===== src/rtl/ultrasonic_echo_ranger_unit_assert.svh =====
// Assertion macros for the echo ranger.
// UER_ASSERT_SAME: when ante holds, cons holds on the same edge.
// UER_ASSERT_NEXT: when ante holds, cons holds on the next edge.
`ifndef ULTRASONIC_ECHO_RANGER_UNIT_ASSERT_SVH
`define ULTRASONIC_ECHO_RANGER_UNIT_ASSERT_SVH
`ifndef SYNTH
`define UER_ASSERT_SAME(label, clk, rst_n, ante, cons, msg) \
    label: assert property (@(posedge clk) disable iff (!rst_n) (ante) |-> (cons)) \
        else $error(msg);
`define UER_ASSERT_NEXT(label, clk, rst_n, ante, cons, msg) \
    label: assert property (@(posedge clk) disable iff (!rst_n) (ante) |=> (cons)) \
        else $error(msg);
`else
`define UER_ASSERT_SAME(label, clk, rst_n, ante, cons, msg)
`define UER_ASSERT_NEXT(label, clk, rst_n, ante, cons, msg)
`endif
`endif


===== src/rtl/uer_pkg.sv =====
`timescale 1ns / 1ps

package uer_pkg;

    typedef enum logic [1:0]
    {
        PH_IDLE = 2'd0,
        PH_PRE  = 2'd1,
        PH_HIGH = 2'd2,
        PH_WAIT = 2'd3
    } phase_t;

    // request kinds
    localparam logic REQ_TICK  = 1'b0;
    localparam logic REQ_START = 1'b1;

    // configuration register indexes
    localparam int unsigned CFG_IDX_W  = 1;
    localparam int unsigned CFG_DATA_W = 16;
    localparam logic [CFG_IDX_W-1:0] REG_ECHO_LIMIT   = 1'd0;
    localparam logic [CFG_IDX_W-1:0] REG_MIN_PULSE_US = 1'd1;

    localparam logic [15:0] ECHO_LIMIT_RST   = 16'd23330;
    localparam logic [9:0]  MIN_PULSE_US_RST = 10'd100;

    // trigger sequence lengths in ticks
    localparam logic [3:0] PRE_LOW_TICKS   = 4'd2;
    localparam logic [3:0] TRIG_HIGH_TICKS = 4'd10;

    // distance = duration * 0.017145, as (duration * 17978) >> 20
    localparam logic [14:0] DIST_MUL   = 15'd17978;
    localparam int unsigned DIST_SHIFT = 20;
    localparam int unsigned PROD_W     = 31;
    localparam logic [10:0] TIMEOUT_CM = 11'd400;

    typedef struct packed
    {
        logic        trig;
        logic        ready;
        logic        timed_out;
        logic [15:0] duration;
    } step_res_t;

endpackage


===== src/rtl/uer_req_if.sv =====
`timescale 1ns / 1ps

interface uer_req_if;
    logic valid;
    logic ready;
    logic req_type;
    logic echo_level;

    modport source (output valid, output req_type, output echo_level, input ready);
    modport sink   (input valid, input req_type, input echo_level, output ready);
endinterface


===== src/rtl/uer_res_if.sv =====
`timescale 1ns / 1ps

interface uer_res_if;
    logic        valid;
    logic        ready;
    logic        trig_out;
    logic        meas_done;
    logic        timed_out;
    logic [10:0] range_cm;

    modport source (output valid, output trig_out, output meas_done, output timed_out,
                    output range_cm, input ready);
    modport sink   (input valid, input trig_out, input meas_done, input timed_out,
                    input range_cm, output ready);
endinterface


===== src/rtl/uer_step.sv =====
`timescale 1ns / 1ps

// Measurement state and its per-request update.
module uer_step
(
    input  logic                clk,
    input  logic                rst_n,
    input  logic                en,
    input  logic                req_type,
    input  logic                echo_level,
    input  logic [15:0]         echo_limit,
    input  logic [9:0]          min_pulse_us,
    output uer_pkg::step_res_t  res
);

    uer_pkg::phase_t phase_reg, phase_next;
    logic [3:0]  phase_ticks_reg, phase_ticks_next;
    logic [15:0] timeout_ticks_reg, timeout_ticks_next;
    logic [15:0] pulse_ticks_reg, pulse_ticks_next;
    logic [15:0] duration_reg, duration_next;
    logic        waiting_reg, waiting_next;
    logic        seen_reg, seen_next;
    logic        ready_reg, ready_next;
    logic        tmo_flag_reg, tmo_flag_next;
    logic        prev_echo_reg, prev_echo_next;
    logic        trig;
    logic [3:0]  pt_inc;

    assign pt_inc = phase_ticks_reg + 4'd1;

    always_comb
    begin
        phase_next         = phase_reg;
        phase_ticks_next   = phase_ticks_reg;
        timeout_ticks_next = timeout_ticks_reg;
        pulse_ticks_next   = pulse_ticks_reg;
        duration_next      = duration_reg;
        waiting_next       = waiting_reg;
        seen_next          = seen_reg;
        ready_next         = ready_reg;
        tmo_flag_next      = tmo_flag_reg;
        prev_echo_next     = prev_echo_reg;
        trig               = 1'b0;

        if (req_type == uer_pkg::REQ_START)
        begin
            ready_next         = 1'b0;
            tmo_flag_next      = 1'b0;
            waiting_next       = 1'b1;
            seen_next          = 1'b0;
            pulse_ticks_next   = '0;
            timeout_ticks_next = '0;
            phase_next         = uer_pkg::PH_PRE;
            phase_ticks_next   = '0;
        end
        else
        begin
            case (phase_reg)
                uer_pkg::PH_PRE:
                begin
                    phase_ticks_next = pt_inc;
                    if (pt_inc >= uer_pkg::PRE_LOW_TICKS)
                    begin
                        phase_next       = uer_pkg::PH_HIGH;
                        phase_ticks_next = '0;
                    end
                end
                uer_pkg::PH_HIGH:
                begin
                    trig             = 1'b1;
                    phase_ticks_next = pt_inc;
                    if (pt_inc >= uer_pkg::TRIG_HIGH_TICKS)
                    begin
                        phase_next         = uer_pkg::PH_WAIT;
                        phase_ticks_next   = '0;
                        timeout_ticks_next = '0;
                    end
                end
                default: ;
            endcase

            // pulse counter runs from the first rising edge on
            if (seen_reg && pulse_ticks_reg != 16'hFFFF)
                pulse_ticks_next = pulse_ticks_reg + 16'd1;

            if (waiting_reg)
            begin
                if (echo_level && !prev_echo_reg)
                begin
                    if (!seen_reg)
                    begin
                        seen_next        = 1'b1;
                        pulse_ticks_next = '0;
                    end
                end
                else if (!echo_level && prev_echo_reg)
                begin
                    if (seen_reg && !ready_reg &&
                        pulse_ticks_next >= {6'd0, min_pulse_us} &&
                        pulse_ticks_next <= echo_limit)
                    begin
                        duration_next = pulse_ticks_next;
                        ready_next    = 1'b1;
                        tmo_flag_next = 1'b0;
                        waiting_next  = 1'b0;
                        phase_next    = uer_pkg::PH_IDLE;
                    end
                end
            end

            // timeout runs in the wait phase only; an echo result this tick wins
            if (phase_reg == uer_pkg::PH_WAIT && phase_next == uer_pkg::PH_WAIT)
            begin
                if (timeout_ticks_reg != 16'hFFFF)
                    timeout_ticks_next = timeout_ticks_reg + 16'd1;
                if (timeout_ticks_next >= echo_limit)
                begin
                    if (!ready_next)
                    begin
                        duration_next = echo_limit;
                        tmo_flag_next = 1'b1;
                        ready_next    = 1'b1;
                        waiting_next  = 1'b0;
                        seen_next     = 1'b0;
                    end
                    phase_next = uer_pkg::PH_IDLE;
                end
            end

            prev_echo_next = echo_level;
        end
    end

    always_ff @(posedge clk or negedge rst_n)
    begin
        if (!rst_n)
        begin
            phase_reg         <= uer_pkg::PH_IDLE;
            phase_ticks_reg   <= '0;
            timeout_ticks_reg <= '0;
            pulse_ticks_reg   <= '0;
            duration_reg      <= '0;
            waiting_reg       <= 1'b0;
            seen_reg          <= 1'b0;
            ready_reg         <= 1'b0;
            tmo_flag_reg      <= 1'b0;
            prev_echo_reg     <= 1'b0;
        end
        else if (en)
        begin
            phase_reg         <= phase_next;
            phase_ticks_reg   <= phase_ticks_next;
            timeout_ticks_reg <= timeout_ticks_next;
            pulse_ticks_reg   <= pulse_ticks_next;
            duration_reg      <= duration_next;
            waiting_reg       <= waiting_next;
            seen_reg          <= seen_next;
            ready_reg         <= ready_next;
            tmo_flag_reg      <= tmo_flag_next;
            prev_echo_reg     <= prev_echo_next;
        end
    end

    assign res.trig      = trig;
    assign res.ready     = ready_next;
    assign res.timed_out = tmo_flag_next;
    assign res.duration  = duration_next;

endmodule


===== src/rtl/ultrasonic_echo_ranger_unit.sv =====
`timescale 1ns / 1ps

// Channel   Dir  Payload                                          Handshake
// req       in   req_type, echo_level                             valid/ready
// res       out  trig_out, meas_done, timed_out, range_cm         valid/ready
// cfg       in   cfg_idx (0 echo_limit, 1 min_pulse_us), cfg_data cfg_we
//
// One request is taken per cycle while req.ready is high; its result is registered
// in stage 1 (state update), then the distance multiply fills the output register.
// Throughput is set by the measurement state update.
// rst_n clears the measurement state and loads the register defaults.
// A stalled result port holds the output register; the middle stage still
// drains into a free output register, so req.ready drops only when both are full.

`include "ultrasonic_echo_ranger_unit_assert.svh"

module ultrasonic_echo_ranger_unit
(
    input  logic                                clk,
    input  logic                                rst_n,
    uer_req_if.sink                             req,
    uer_res_if.source                           res,
    input  logic                                cfg_we,
    input  logic [uer_pkg::CFG_IDX_W-1:0]       cfg_idx,
    input  logic [uer_pkg::CFG_DATA_W-1:0]      cfg_data
);

    // configuration registers
    logic [15:0] echo_limit_reg;
    logic [9:0]  min_pulse_us_reg;

    always_ff @(posedge clk or negedge rst_n)
    begin
        if (!rst_n)
        begin
            echo_limit_reg   <= uer_pkg::ECHO_LIMIT_RST;
            min_pulse_us_reg <= uer_pkg::MIN_PULSE_US_RST;
        end
        else if (cfg_we)
        begin
            case (cfg_idx)
                uer_pkg::REG_ECHO_LIMIT:   echo_limit_reg   <= cfg_data;
                uer_pkg::REG_MIN_PULSE_US: min_pulse_us_reg <= cfg_data[9:0];
                default: ;
            endcase
        end
    end

    // pipeline control: stage 1 holds the step result, stage 2 the output
    logic                s1_valid_reg;
    uer_pkg::step_res_t  s1_reg;
    logic                out_valid_reg;
    logic                out_en;
    logic                s1_move;
    logic                accept;
    uer_pkg::step_res_t  step_res;

    assign out_en    = !out_valid_reg || res.ready;
    assign s1_move   = s1_valid_reg && out_en;
    assign req.ready = !s1_valid_reg || out_en;
    assign accept    = req.valid && req.ready;

    uer_step u_step
    (
        .clk          (clk),
        .rst_n        (rst_n),
        .en           (accept),
        .req_type     (req.req_type),
        .echo_level   (req.echo_level),
        .echo_limit   (echo_limit_reg),
        .min_pulse_us (min_pulse_us_reg),
        .res          (step_res)
    );

    always_ff @(posedge clk or negedge rst_n)
    begin
        if (!rst_n)
            s1_valid_reg <= 1'b0;
        else if (accept)
            s1_valid_reg <= 1'b1;
        else if (s1_move)
            s1_valid_reg <= 1'b0;
    end

    always_ff @(posedge clk)
    begin
        if (accept)
            s1_reg <= step_res;
    end

    // distance: 16 x 15 multiply, keep bits above the fixed-point shift
    logic [uer_pkg::PROD_W-1:0] prod;
    logic [10:0]                range_val;

    assign prod = uer_pkg::PROD_W'(s1_reg.duration) * uer_pkg::PROD_W'(uer_pkg::DIST_MUL);

    always_comb
    begin
        if (!s1_reg.ready)
            range_val = '0;
        else if (s1_reg.timed_out)
            range_val = uer_pkg::TIMEOUT_CM;
        else
            range_val = prod[uer_pkg::DIST_SHIFT +: 11];
    end

    logic        trig_out_reg;
    logic        meas_done_reg;
    logic        timed_out_reg;
    logic [10:0] distance_reg;

    always_ff @(posedge clk or negedge rst_n)
    begin
        if (!rst_n)
            out_valid_reg <= 1'b0;
        else if (out_en)
            out_valid_reg <= s1_valid_reg;
    end

    always_ff @(posedge clk)
    begin
        if (s1_move)
        begin
            trig_out_reg  <= s1_reg.trig;
            meas_done_reg <= s1_reg.ready;
            timed_out_reg <= s1_reg.timed_out;
            distance_reg  <= range_val;
        end
    end

    assign res.valid     = out_valid_reg;
    assign res.trig_out  = trig_out_reg;
    assign res.meas_done = meas_done_reg;
    assign res.timed_out = timed_out_reg;
    assign res.range_cm  = distance_reg;

    // checks
    `UER_ASSERT_NEXT(a_accept_fills_s1, clk, rst_n, accept, s1_valid_reg, "request lost")
    `UER_ASSERT_NEXT(a_s1_holds, clk, rst_n, s1_valid_reg && !out_en, s1_valid_reg, "s1 dropped")
    `UER_ASSERT_SAME(a_tmo, clk, rst_n, s1_valid_reg && s1_reg.timed_out, s1_reg.ready, "no ready")
    `UER_ASSERT_SAME(a_rng0, clk, rst_n, res.valid && !res.meas_done, res.range_cm == '0, "range")

endmodule

===== src/flat_wrapper.sv =====
// flat-port wrapper written by rule: the top's interface ports become plain ports
module ultrasonic_echo_ranger_unit_flat 
  (clk, rst_n, cfg_we, cfg_idx, cfg_data, req_valid, req_req_type, req_echo_level, req_ready, res_valid, res_trig_out, res_meas_done, res_timed_out, res_range_cm, res_ready);
  uer_req_if req_i ();
  uer_res_if res_i ();
  input  logic clk;
  input  logic rst_n;
  input  logic cfg_we;
  input  logic [uer_pkg::CFG_IDX_W-1:0] cfg_idx;
  input  logic [uer_pkg::CFG_DATA_W-1:0] cfg_data;
  input wire logic [$bits(req_i.valid)-1:0] req_valid;
  input wire logic [$bits(req_i.req_type)-1:0] req_req_type;
  input wire logic [$bits(req_i.echo_level)-1:0] req_echo_level;
  output wire logic [$bits(req_i.ready)-1:0] req_ready;
  output wire logic [$bits(res_i.valid)-1:0] res_valid;
  output wire logic [$bits(res_i.trig_out)-1:0] res_trig_out;
  output wire logic [$bits(res_i.meas_done)-1:0] res_meas_done;
  output wire logic [$bits(res_i.timed_out)-1:0] res_timed_out;
  output wire logic [$bits(res_i.range_cm)-1:0] res_range_cm;
  input wire logic [$bits(res_i.ready)-1:0] res_ready;
  assign req_i.valid = req_valid;
  assign req_i.req_type = req_req_type;
  assign req_i.echo_level = req_echo_level;
  assign req_ready = req_i.ready;
  assign res_valid = res_i.valid;
  assign res_trig_out = res_i.trig_out;
  assign res_meas_done = res_i.meas_done;
  assign res_timed_out = res_i.timed_out;
  assign res_range_cm = res_i.range_cm;
  assign res_i.ready = res_ready;
  ultrasonic_echo_ranger_unit u_core (.clk(clk), .rst_n(rst_n), .req(req_i), .res(res_i), .cfg_we(cfg_we), .cfg_idx(cfg_idx), .cfg_data(cfg_data));
endmodule

===== config.mk =====
export PLATFORM = sky130hd
export DESIGN_NAME = ultrasonic_echo_ranger_unit_flat
export DESIGN_NICKNAME = d
export VERILOG_FILES = /design/src/rtl/uer_pkg.sv /design/src/rtl/uer_req_if.sv /design/src/rtl/uer_res_if.sv /design/src/rtl/uer_step.sv /design/src/rtl/ultrasonic_echo_ranger_unit.sv /design/src/flat_wrapper.sv
export VERILOG_INCLUDE_DIRS = /design/src /design/src/rtl
export SDC_FILE = /design/constraint.sdc
export NUM_CORES = 1
export LEC_CHECK = 0
export BUFFER_PORTS_ARGS = -buffer_cell sky130_fd_sc_hd__buf_2
export CORE_MARGIN = 4
export CORE_UTILIZATION = 50
export DETAILED_ROUTE_END_ITERATION = 10
export HOLD_SLACK_MARGIN = 0.02
export PLACE_DENSITY = 0.75
export SLEW_MARGIN = 20
export SYNTH_ARGS = -nofsm -noshare
export SYNTH_HDL_FRONTEND = slang
export SYNTH_SLANG_ARGS = --single-unit

===== constraint.sdc =====
create_clock -name clk -period 5.8 [get_ports clk]
set_input_delay 0 -clock clk [delete_from_list [all_inputs] [get_ports clk]]
set_output_delay 0 -clock clk [all_outputs]
set_load 0.02 [all_outputs]

==> flow_metrics.tcl, run 1 <==
set metrics [dict create \
    fin_skew_ns 0.01422 \
    viasPerCell 5.732 \
    slew_viol_final 0 \
    cts_buffer_depth 2 \
    r2r_slack_ns 0.23 \
    std_cell_rows 53 \
    finalWirelength_mm 24.58 \
    firstDrtPassIters 6 \
    cts.clk_slew.worst_paths_ns 0.06 \
    switching_share 0.3674 \
    cts.sinks 120 \
    reg2reg_from "u_core.s1_reg[7]" \
    crit_path_start_kind "flip-flop" \
    grt_use_total 0.2128 \
    grt-ovfl-total 0 \
    clock_latency_ns 0.42 \
    area_growth_pct 13.70 \
    gp_congestion 0.9277 \
    path_max_fanout 4 \
    p_clk_frac 0.288 \
    worstSetupPathType "reg -> reg" \
    cp_data_required_time_ns 5.96 \
    grt_max_degree 57 \
    synth_area_um2 10640 \
    seq_area_frac_synth 0.2989 \
    combPwrFrac 0.440 \
    p_int_w 0.002418 \
    wl_per_cell_um 17.13 \
    synth_cell_type_count 70 \
    antenna_left 0 \
    dieWidth_um 153.9 \
    drc 0 \
    antenna_cells 0 \
    design.die.area_um2 23680 \
    yosysMostFrequentCell "inv_1" \
    die_h_um 153.9 \
    vdd_ir_drop_max_mv 0.2308 \
    vias 8226 \
    ctsRootBufferMaster "clkbuf_16" \
    avgSynthCellArea_um2 9.935 \
    tns_ns 0 \
    nFillCells 1806 \
    hold_viol 0 \
    crit-reg2reg-capture "u_core.res.range_cm[8]" \
    drtIter0Drc 473 \
    power.density_nw_per_um2 315.9 \
    setup_ws_ns 0.2268 \
    synth-async-reset-ratio 0.7250 \
    port_buffers 39 \
    cp-end-kind "flip-flop" \
    grt_pass1_vias 8175 \
    synth_area_leaders "ha_1 (20%), dfrtp_1 (18%), fa_1 (11%)" \
    min_period_ns 5.573 \
    syn_inst 1071 \
    cts_buffers 17 \
    p_switching_w 0.001404 \
    holdCritPathClass "in -> async" \
    p_leak_nw 6.071 \
    grt_pass1_wl_mm 40.76 \
    dpl.hpwl_mm 18.81 \
    max_freq_ghz 0.1794 \
    yosys.area.top_type "ha_1" \
    synth_top_cell_area_share 0.2046 \
    worst_pin_slew_ns 0.9420 \
    post-route-period-util 0.9609 \
    synth_edf_count 33 \
    syn_nets 1326 \
    tritoncts "built" \
    setup_violations 0 \
    crit_start "u_core.s1_reg[7]" \
    relSlewSlack 0.3713 \
    multiInputGateArea_um2 6660 \
    io_pins 40 \
    largest_register_ffs 19 \
    rsz0062_at_grt "false" \
    initial_core_util 0.5078 \
    ys_warn_count 0 \
    drive_above_1_share 0.1414 \
    place_ws_ns 0.1681 \
    r2r.worst_path.cells 19 \
    outcome "finished, final reports clean" \
    cp.arrival_ns 5.74 \
    synthTopCellsByCount "inv_1 (183), ha_1 (174), dfrtp_1 (77)" \
    antenna_found_initial 1 \
    final_nets 1402 \
    coreArea_um2 20960 \
    ys.flop_type "dfrtp_1" \
    seq_power_share 0.272 \
    drv_cap 0 \
    htreeDepth 4 \
    synth_seq_cells 120 \
    seqCellArea_um2 3181 \
]
-- stage by stage --
stage / util / hold slack (ns) / cell area (um^2) / cells / total power, W
3_3_place_gp: 0.5362 / -0.03697 / 11240 / 1379 / 0.002634
2_1_floorplan: - / -0.2956 / 10640 / 1071 / 0.002279
6_report: 0.5773 / 0.06060 / 12100 / 1435 / 0.003822
3_5_place_dp: 0.5362 / -0.03846 / 11240 / 1379 / 0.002698
4_1_cts: 0.5755 / 0.04632 / 12060 / 1432 / 0.003839
5_1_grt: 0.5773 / 0.07585 / 12100 / 1435 / 0.004151
-- how the worst max path moves through the flow --
stage,endpoint,slack (ns)
2_1_floorplan,u_core.res.range_cm[8],0.62
3_3_place_gp,u_core.res.range_cm[8],0.31
3_5_place_dp,u_core.res.range_cm[8],0.17
4_1_cts,u_core.res.range_cm[8],0.18
5_1_grt,u_core.res.range_cm[8],0.02
6_report,u_core.res.range_cm[8],0.23
-- logic make-up after synthesis --
| kind of cell | Yosys count | synth area share |
|---|---|---|
| xor+xnor | 25 | 0.02058 |
| simple gates | 243 | 0.1203 |
| buf+inv | 213 | 0.07690 |
| mux | 18 | 0.01870 |
| compound gates | 221 | 0.1528 |
| fa+ha+maj | 231 | 0.3119 |
| flops | 120 | 0.2989 |
-- layer usage --
metal / global-route usage / part of all wire / up-vias
met1: 0.2785 / 0.43 / 3986
met3: 0.03743 / 0.047 / 57
met2: 0.3510 / 0.49 / 238
li1: - / - / 3943
met5: 0 / 0.00041 / -
met4: 0.08747 / 0.033 / 2
-- worst max-delay path: stages, from the launching register on --
cell       delay [ns]
edfxtp_1         0.42
inv_2            0.11
fa_1             0.54
inv_1            0.04
ha_1             0.29
ha_1             0.28
inv_1            0.04
fa_1             0.48
inv_1            0.06
fa_1             0.56
fa_1             0.42
ha_1             0.31
and3_1           0.16
a221oi_1         0.28
o32a_1           0.29
a211o_1          0.23
nand2_1          0.10
a21o_1           0.21
a2111oi_0        0.39
nor3b_1          0.08
-- power groups by stage --
stage	registers, W	logic, W	clock network, W
after floorplan	0.00105	0.00123	0
after global placement	0.00105	0.00159	0
after detailed placement	0.00105	0.00165	0
after CTS	0.00104	0.00168	0.00112
after global routing	0.00105	0.00194	0.00116
final	0.00104	0.00168	0.00110
-- cell usage in the layout (no fill, tap or decap), types with 10 or more instances in the layout --
cell type,instances
o31ai_1,11
and3_1,13
xnor2_1,14
nand2b_1,11
ha_1,174
nand3_1,42
nand2_1,69
buf_2,38
edfxtp_1,33
o21ai_0,51
nor2_1,32
a21o_1,20
a21oi_1,31
buf_4,27
xor2_1,11
dfstp_2,10
o21a_1,11
nand4_1,16
o221a_2,31
inv_1,180
dlygate4sd3_1,22
clkbuf_16,17
mux2_2,15
fa_1,57
dfrtp_1,77
a32o_1,11
-- final cells by class --
class | count | share of cell area
clock buffers | 21 | 0.03806
clock inverters | 11 | 0.01262
inverters | 183 | 0.05678
multi-input cells | 738 | 0.5505
flip-flops and latches | 120 | 0.2629
well taps | 275 | 0.02844
repair buffers | 87 | 0.05068
-- what timing repair did --
| action | in CTS | in global routing |
|---|---|---|
| hold buffers | 21 | 1 |
| endpoints found under the setup margin | 0 | 1 |
| buffers inserted | 0 | 2 |
| gates resized for setup | 0 | 4 |
| endpoints found under the hold margin | 60 | 1 |
No activity file was read; power rests on OpenSTA's default activity.
==> run 2, diff against run 1 <==
--- a/config.mk
+++ b/config.mk
@@ -7,6 +7,7 @@
 export NUM_CORES = 1
 export LEC_CHECK = 0
 export BUFFER_PORTS_ARGS = -buffer_cell sky130_fd_sc_hd__buf_2
+export CAP_MARGIN = 20
 export CORE_MARGIN = 4
 export CORE_UTILIZATION = 50
 export DETAILED_ROUTE_END_ITERATION = 10
==> constraint.sdc (replaced) <==
create_clock -name clk -period 5.8 [get_ports clk]
set_input_delay 0.58 -clock clk [delete_from_list [all_inputs] [get_ports clk]]
set_output_delay 0.58 -clock clk [all_outputs]
set_load 0.02 [all_outputs]
==> run 2 against run 1 <==
  * Core utilization fell by 1.1 points
  * Global-route usage down 0.24 points
  * Clock power hardly changed
  * Register-to-register slack is essentially flat
  * Via count shrank 0.81%
  * Sequential cell count unchanged
  * Count of clock-buffer cells in the layout unchanged
  * Largest power group unchanged
  * Highest routed layer unchanged
==> flow_metrics.tcl, run 2 (synthesis results as in run 1) <==
set metrics [dict create \
    die_h_um 153.9 \
    worst_pin_slew_ns 0.9627 \
    port_buffers 39 \
    io_pins 40 \
    firstDrtPassIters 8 \
    design.die.area_um2 23680 \
    cp-endpoint "u_core.res.range_cm[8]" \
    antenna_cells 0 \
    ctsRootBufferMaster "clkbuf_16" \
    rsz0062_at_grt "false" \
    grt_use_total 0.2104 \
    crit_path_start_kind "flip-flop" \
    std_cell_rows 53 \
    layout_common_cells "inv_1 (180), ha_1 (174), dfrtp_1 (77), nand2_1 (69), fa_1 (57)" \
    dpl.hpwl_mm 18.81 \
    cp.arrival_ns 5.74 \
    cts_buffers 17 \
    reg2reg_from "u_core.s1_reg[7]" \
    area_growth_pct 11.63 \
    grt_max_degree 57 \
    gp_congestion 0.9277 \
    route.met3.wl_mm 1.011 \
    drive_above_1_share 0.1441 \
    crit-reg2reg-capture "u_core.res.range_cm[8]" \
    coreArea_um2 20960 \
    path_max_fanout 4 \
    post-route-period-util 0.9608 \
    vdd_ir_drop_max_mv 0.2309 \
    finalInstanceArea_um2 11880 \
    dieWidth_um 153.9 \
    hold_slack_ns 0.09108 \
    highest_layer "met5" \
    outcome "finished, final reports clean" \
    cts.sinks 120 \
    drv_cap 0 \
    viasPerCell 5.774 \
    htreeDepth 4 \
    layout_commonest_cell "inv_1" \
    postCtsHoldBufs 0 \
    cts.clk_slew.worst_paths_ns 0.06 \
    final_nets 1380 \
    cp_data_required_time_ns 5.96 \
    min_period_ns 5.573 \
    max_freq_ghz 0.1795 \
    drc 0 \
    tritoncts "built" \
    p_leak_nw 5.980 \
    finalWirelength_mm 24.31 \
    wl_per_cell_um 17.21 \
    power.density_nw_per_um2 320.9 \
    route.layer.met1.wl_mm 10.73 \
    cts_buffer_depth 2 \
    drtIter0Drc 534 \
    slew_viol_final 0 \
    clock_latency_ns 0.42 \
    holdCritPathClass "in -> async" \
    relSlewSlack 0.3575 \
    fin_skew_ns 0.01381 \
    antenna_found_initial 1 \
    crit_start "u_core.s1_reg[7]" \
    largest_register_ffs 19 \
    setup_violations 0 \
    grt-ovfl-total 0 \
    initial_core_util 0.5078 \
    hold_viol 0 \
    grt_pass1_vias 8029 \
    worstSetupPathType "reg -> reg" \
    antenna_left 0 \
    cp-end-kind "flip-flop" \
    tns_ns 0 \
    grt_pass1_wl_mm 40.27 \
    postPlaceCellArea_um2 11240 \
    wl_met2_mm 11.70 \
    r2r_slack_ns 0.23 \
    fin_util 0.5668 \
    vias 8159 \
    r2r.worst_path.cells 19 \
]
[run 2: changes by cell type in the layout (fill, tap and decap cells not counted)]
cell and delta:
dlygate4sd3_1 -22
[run 2: metal layers]
metal  GRT usage  up-vias
met4     0.08663        2
met5           0        -
met3     0.03715       61
met1      0.2770     3978
li1            -     3901
met2      0.3449      217
[run 2: metrics by stage]
stage | worst slack (ns) | power [W] | instances
2_1_floorplan | 0.6201 | 0.002279 | 1071
3_3_place_gp | 0.3111 | 0.002634 | 1379
3_5_place_dp | 0.1681 | 0.002698 | 1379
4_1_cts | 0.1764 | 0.003828 | 1411
5_1_grt | 0.01606 | 0.004139 | 1413
6_report | 0.2274 | 0.003812 | 1413
[run 2: worst min-delay path by stage]
stage                                  from                             endpoint  slack (ns)  cells after the start
after floorplan                       rst_n             u_core.echo_limit_reg[0]        0.28                      0
after global placement    u_core.s1_reg[18]                  u_core.res.trig_out        0.41                      0
after detailed placement  u_core.s1_reg[18]                  u_core.res.trig_out        0.43                      0
after CTS                             rst_n  u_core.u_step.timeout_ticks_reg[11]        0.10                      1
after global routing                  rst_n   u_core.u_step.timeout_ticks_reg[8]        0.12                      1
final                                 rst_n  u_core.u_step.timeout_ticks_reg[11]        0.09                      1
[run 2: repair_timing]
| action | CTS | global route |
|---|---|---|
| gates resized for setup | 0 | 4 |
| endpoints found under the setup margin | 0 | 1 |
| buffers inserted | 0 | 2 |
[run 2: power breakdown]
part / switching, W / internal (W)
clock: 0.000370 / 0.000734
combinational: 0.000956 / 0.000712
sequential: 0.0000777 / 0.000962
total: 0.00140 / 0.00241
[run 2: final cells by class]
type | instances | area [um^2]
Timing Repair Buffer | 65 | 392.9
Fill cell | 1828 | 9077
Multi-Input combinational cell | 738 | 6660
Tap cell | 275 | 344.1
Clock inverter | 11 | 152.6
Sequential cell | 120 | 3181
Inverter | 183 | 686.9
Clock buffer | 21 | 460.4
[run 2: worst max-delay path, stage by stage, from the launching register on]
cell       delay, ns
edfxtp_1        0.42
inv_2           0.11
fa_1            0.54
inv_1           0.04
ha_1            0.29
ha_1            0.28
inv_1           0.04
fa_1            0.48
inv_1           0.06
fa_1            0.56
fa_1            0.42
ha_1            0.31
and3_1          0.16
a221oi_1        0.28
o32a_1          0.29
a211o_1         0.23
nand2_1         0.10
a21o_1          0.21
a2111oi_0       0.39
nor3b_1         0.08
==> run 3, diff against run 2 <==
--- a/config.mk
+++ b/config.mk
@@ -8,7 +8,7 @@
 export LEC_CHECK = 0
 export BUFFER_PORTS_ARGS = -buffer_cell sky130_fd_sc_hd__buf_2
 export CAP_MARGIN = 20
-export CORE_MARGIN = 4
+export CORE_ASPECT_RATIO = 1.1
 export CORE_UTILIZATION = 50
 export DETAILED_ROUTE_END_ITERATION = 10
 export HOLD_SLACK_MARGIN = 0.02
==> run 3 against run 2 <==
  * First-iteration DRC count grew 5.2%
  * Combinational power about the same
  * Sequential power is essentially flat
  * Routed wire length grew 1.0%
  * Clock skew shrank 0.0016 ns
  * Fmax is 1.2% lower
  * Setup slack got worse by 0.067 ns
  * Sequential share of layout area barely moved
==> flow_metrics.tcl, run 3 (synthesis results as in run 1) <==
set metrics [dict create \
    post-route-period-util 0.9723 \
    r2r.worst_path.cells 19 \
    max_freq_ghz 0.1773 \
    nFillCells 1760 \
    hold_slack_ns 0.3735 \
    cts.clk_slew.worst_paths_ns 0.06 \
    min_period_ns 5.640 \
    port_buffers 39 \
    antenna_found_initial 0 \
    drive_above_1_share 0.1430 \
    design.die.area_um2 21870 \
    initial_core_util 0.5137 \
    dieWidth_um 141.1 \
    crit_path_start_kind "flip-flop" \
    slew_viol_final 0 \
    vias 8182 \
    crit-reg2reg-capture "u_core.res.range_cm[8]" \
    r2r_slack_ns 0.16 \
    p_leak_nw 5.958 \
    cp.arrival_ns 5.80 \
    io_pins 40 \
    antenna_cells 0 \
    coreArea_um2 20710 \
    grt_use_total 0.2401 \
    tns_ns 0 \
    worst_pin_slew_ns 1.046 \
    cp-endpoint "u_core.res.range_cm[8]" \
    layout_common_cells "inv_1 (182), ha_1 (174), dfrtp_1 (77), nand2_1 (69), fa_1 (57)" \
    vdd_ir_drop_max_mv 0.2199 \
    holdCritPathClass "in -> reg" \
    drtIter0Drc 562 \
    final_nets 1382 \
    finalInstanceArea_um2 11880 \
    area_growth_pct 11.65 \
    grt_pass1_wl_mm 41.08 \
    cts_buffer_depth 2 \
    drv_cap 0 \
    grt-ovfl-total 0 \
    antenna_left 0 \
    relSlewSlack 0.2982 \
    grt_max_degree 73 \
    postPlaceCellArea_um2 11240 \
    drc 0 \
    cp-end-kind "flip-flop" \
    htreeDepth 4 \
    cts_buffers 17 \
    worstSetupPathType "reg -> reg" \
    die_h_um 155 \
    fin_skew_ns 0.01223 \
    viasPerCell 5.742 \
    tritoncts "built" \
    layout_commonest_cell "inv_1" \
    power.density_nw_per_um2 318.6 \
    cts.sinks 120 \
    ctsRootBufferMaster "clkbuf_16" \
    firstDrtPassIters 5 \
    setup_violations 0 \
    path_max_fanout 5 \
    hold_viol 0 \
    dpl.hpwl_mm 18.91 \
    outcome "finished, final reports clean" \
    finalWirelength_mm 24.56 \
    grt_pass1_vias 8436 \
    wl_per_cell_um 17.23 \
    reg2reg_from "u_core.s1_reg[5]" \
    crit_start "u_core.s1_reg[5]" \
    clock_latency_ns 0.42 \
    cp_data_required_time_ns 5.96 \
    gp_congestion 0.8620 \
    std_cell_rows 55 \
    largest_register_ffs 19 \
]
-- run 3: where the power goes --
group | internal (W) | switching, W
combinational | 0.000718 | 0.000959
clock | 0.000654 | 0.000422
sequential | 0.000961 | 0.0000718
total | 0.00233 | 0.00145
-- run 3: layout make-up --
class	count	area, um^2	share of cell area
Clock buffer	20	489.2	0.04118
Clock inverter	12	111.4	0.009373
Inverter	183	686.9	0.05782
Multi-Input combinational cell	738	6645	0.5593
Sequential cell	120	3181	0.2677
Tap cell	285	356.6	0.03002
Timing Repair Buffer	67	410.4	0.03454
-- run 3: worst min-delay path by stage --
| stage | slack [ns] | to | start | cells after the start |
|---|---|---|---|---|
| final | 0.37 | u_core.s1_valid_reg | req_valid | 2 |
| after CTS | 0.37 | u_core.s1_valid_reg | req_valid | 2 |
| after global routing | 0.38 | u_core.echo_limit_reg[3] | cfg_data[3] | 3 |
| after detailed placement | 0.41 | u_core.res.trig_out | u_core.s1_reg[18] | 0 |
| after floorplan | 0.28 | u_core.echo_limit_reg[0] | rst_n | 0 |
| after global placement | 0.41 | u_core.res.trig_out | u_core.s1_reg[18] | 0 |
-- run 3: per-stage QoR --
step,util,setup slack (ns),power (W),instances
CTS,0.5720,0.09332,0.003800,1421
detailed placement,0.5426,0.07562,0.002694,1388
global route,0.5735,-0.001676,0.004105,1425
global placement,0.5426,0.3019,0.002615,1388
floorplan,-,0.6201,0.002279,1071
finish,0.5735,0.1605,0.003785,1425
-- run 3: layer usage --
layer  vias up  wire (um)  GRT usage
li1       3922          -          -
met1      3936      10130     0.2877
met2       247      12270     0.4114
met3        77        971    0.03416
met4         0       1180     0.1418
met5         -          0          0
-- run 3: critical path, cell delays in order, from the launching register on --
cell and delay, ns:
edfxtp_1 0.49, ha_1 0.34, ha_1 0.28, inv_1 0.06, fa_1 0.54, inv_1 0.06, fa_1 0.50, fa_1 0.54
inv_1 0.05, fa_1 0.49, inv_1 0.04, ha_1 0.32, a21oi_1 0.20, o21ai_0 0.14, nor3_1 0.23, a211o_1 0.24
nand2_1 0.10, a21o_1 0.21, a2111oi_1 0.45, nor3b_1 0.09
-- run 3: repair_timing --
item | 4_1_cts | 5_1_grt
endpoints found under the hold margin | 15 | 0
resized for setup | 0 | 2
setup endpoints to repair | 0 | 1
hold buffers | 1 | 0
buffers inserted | 0 | 4
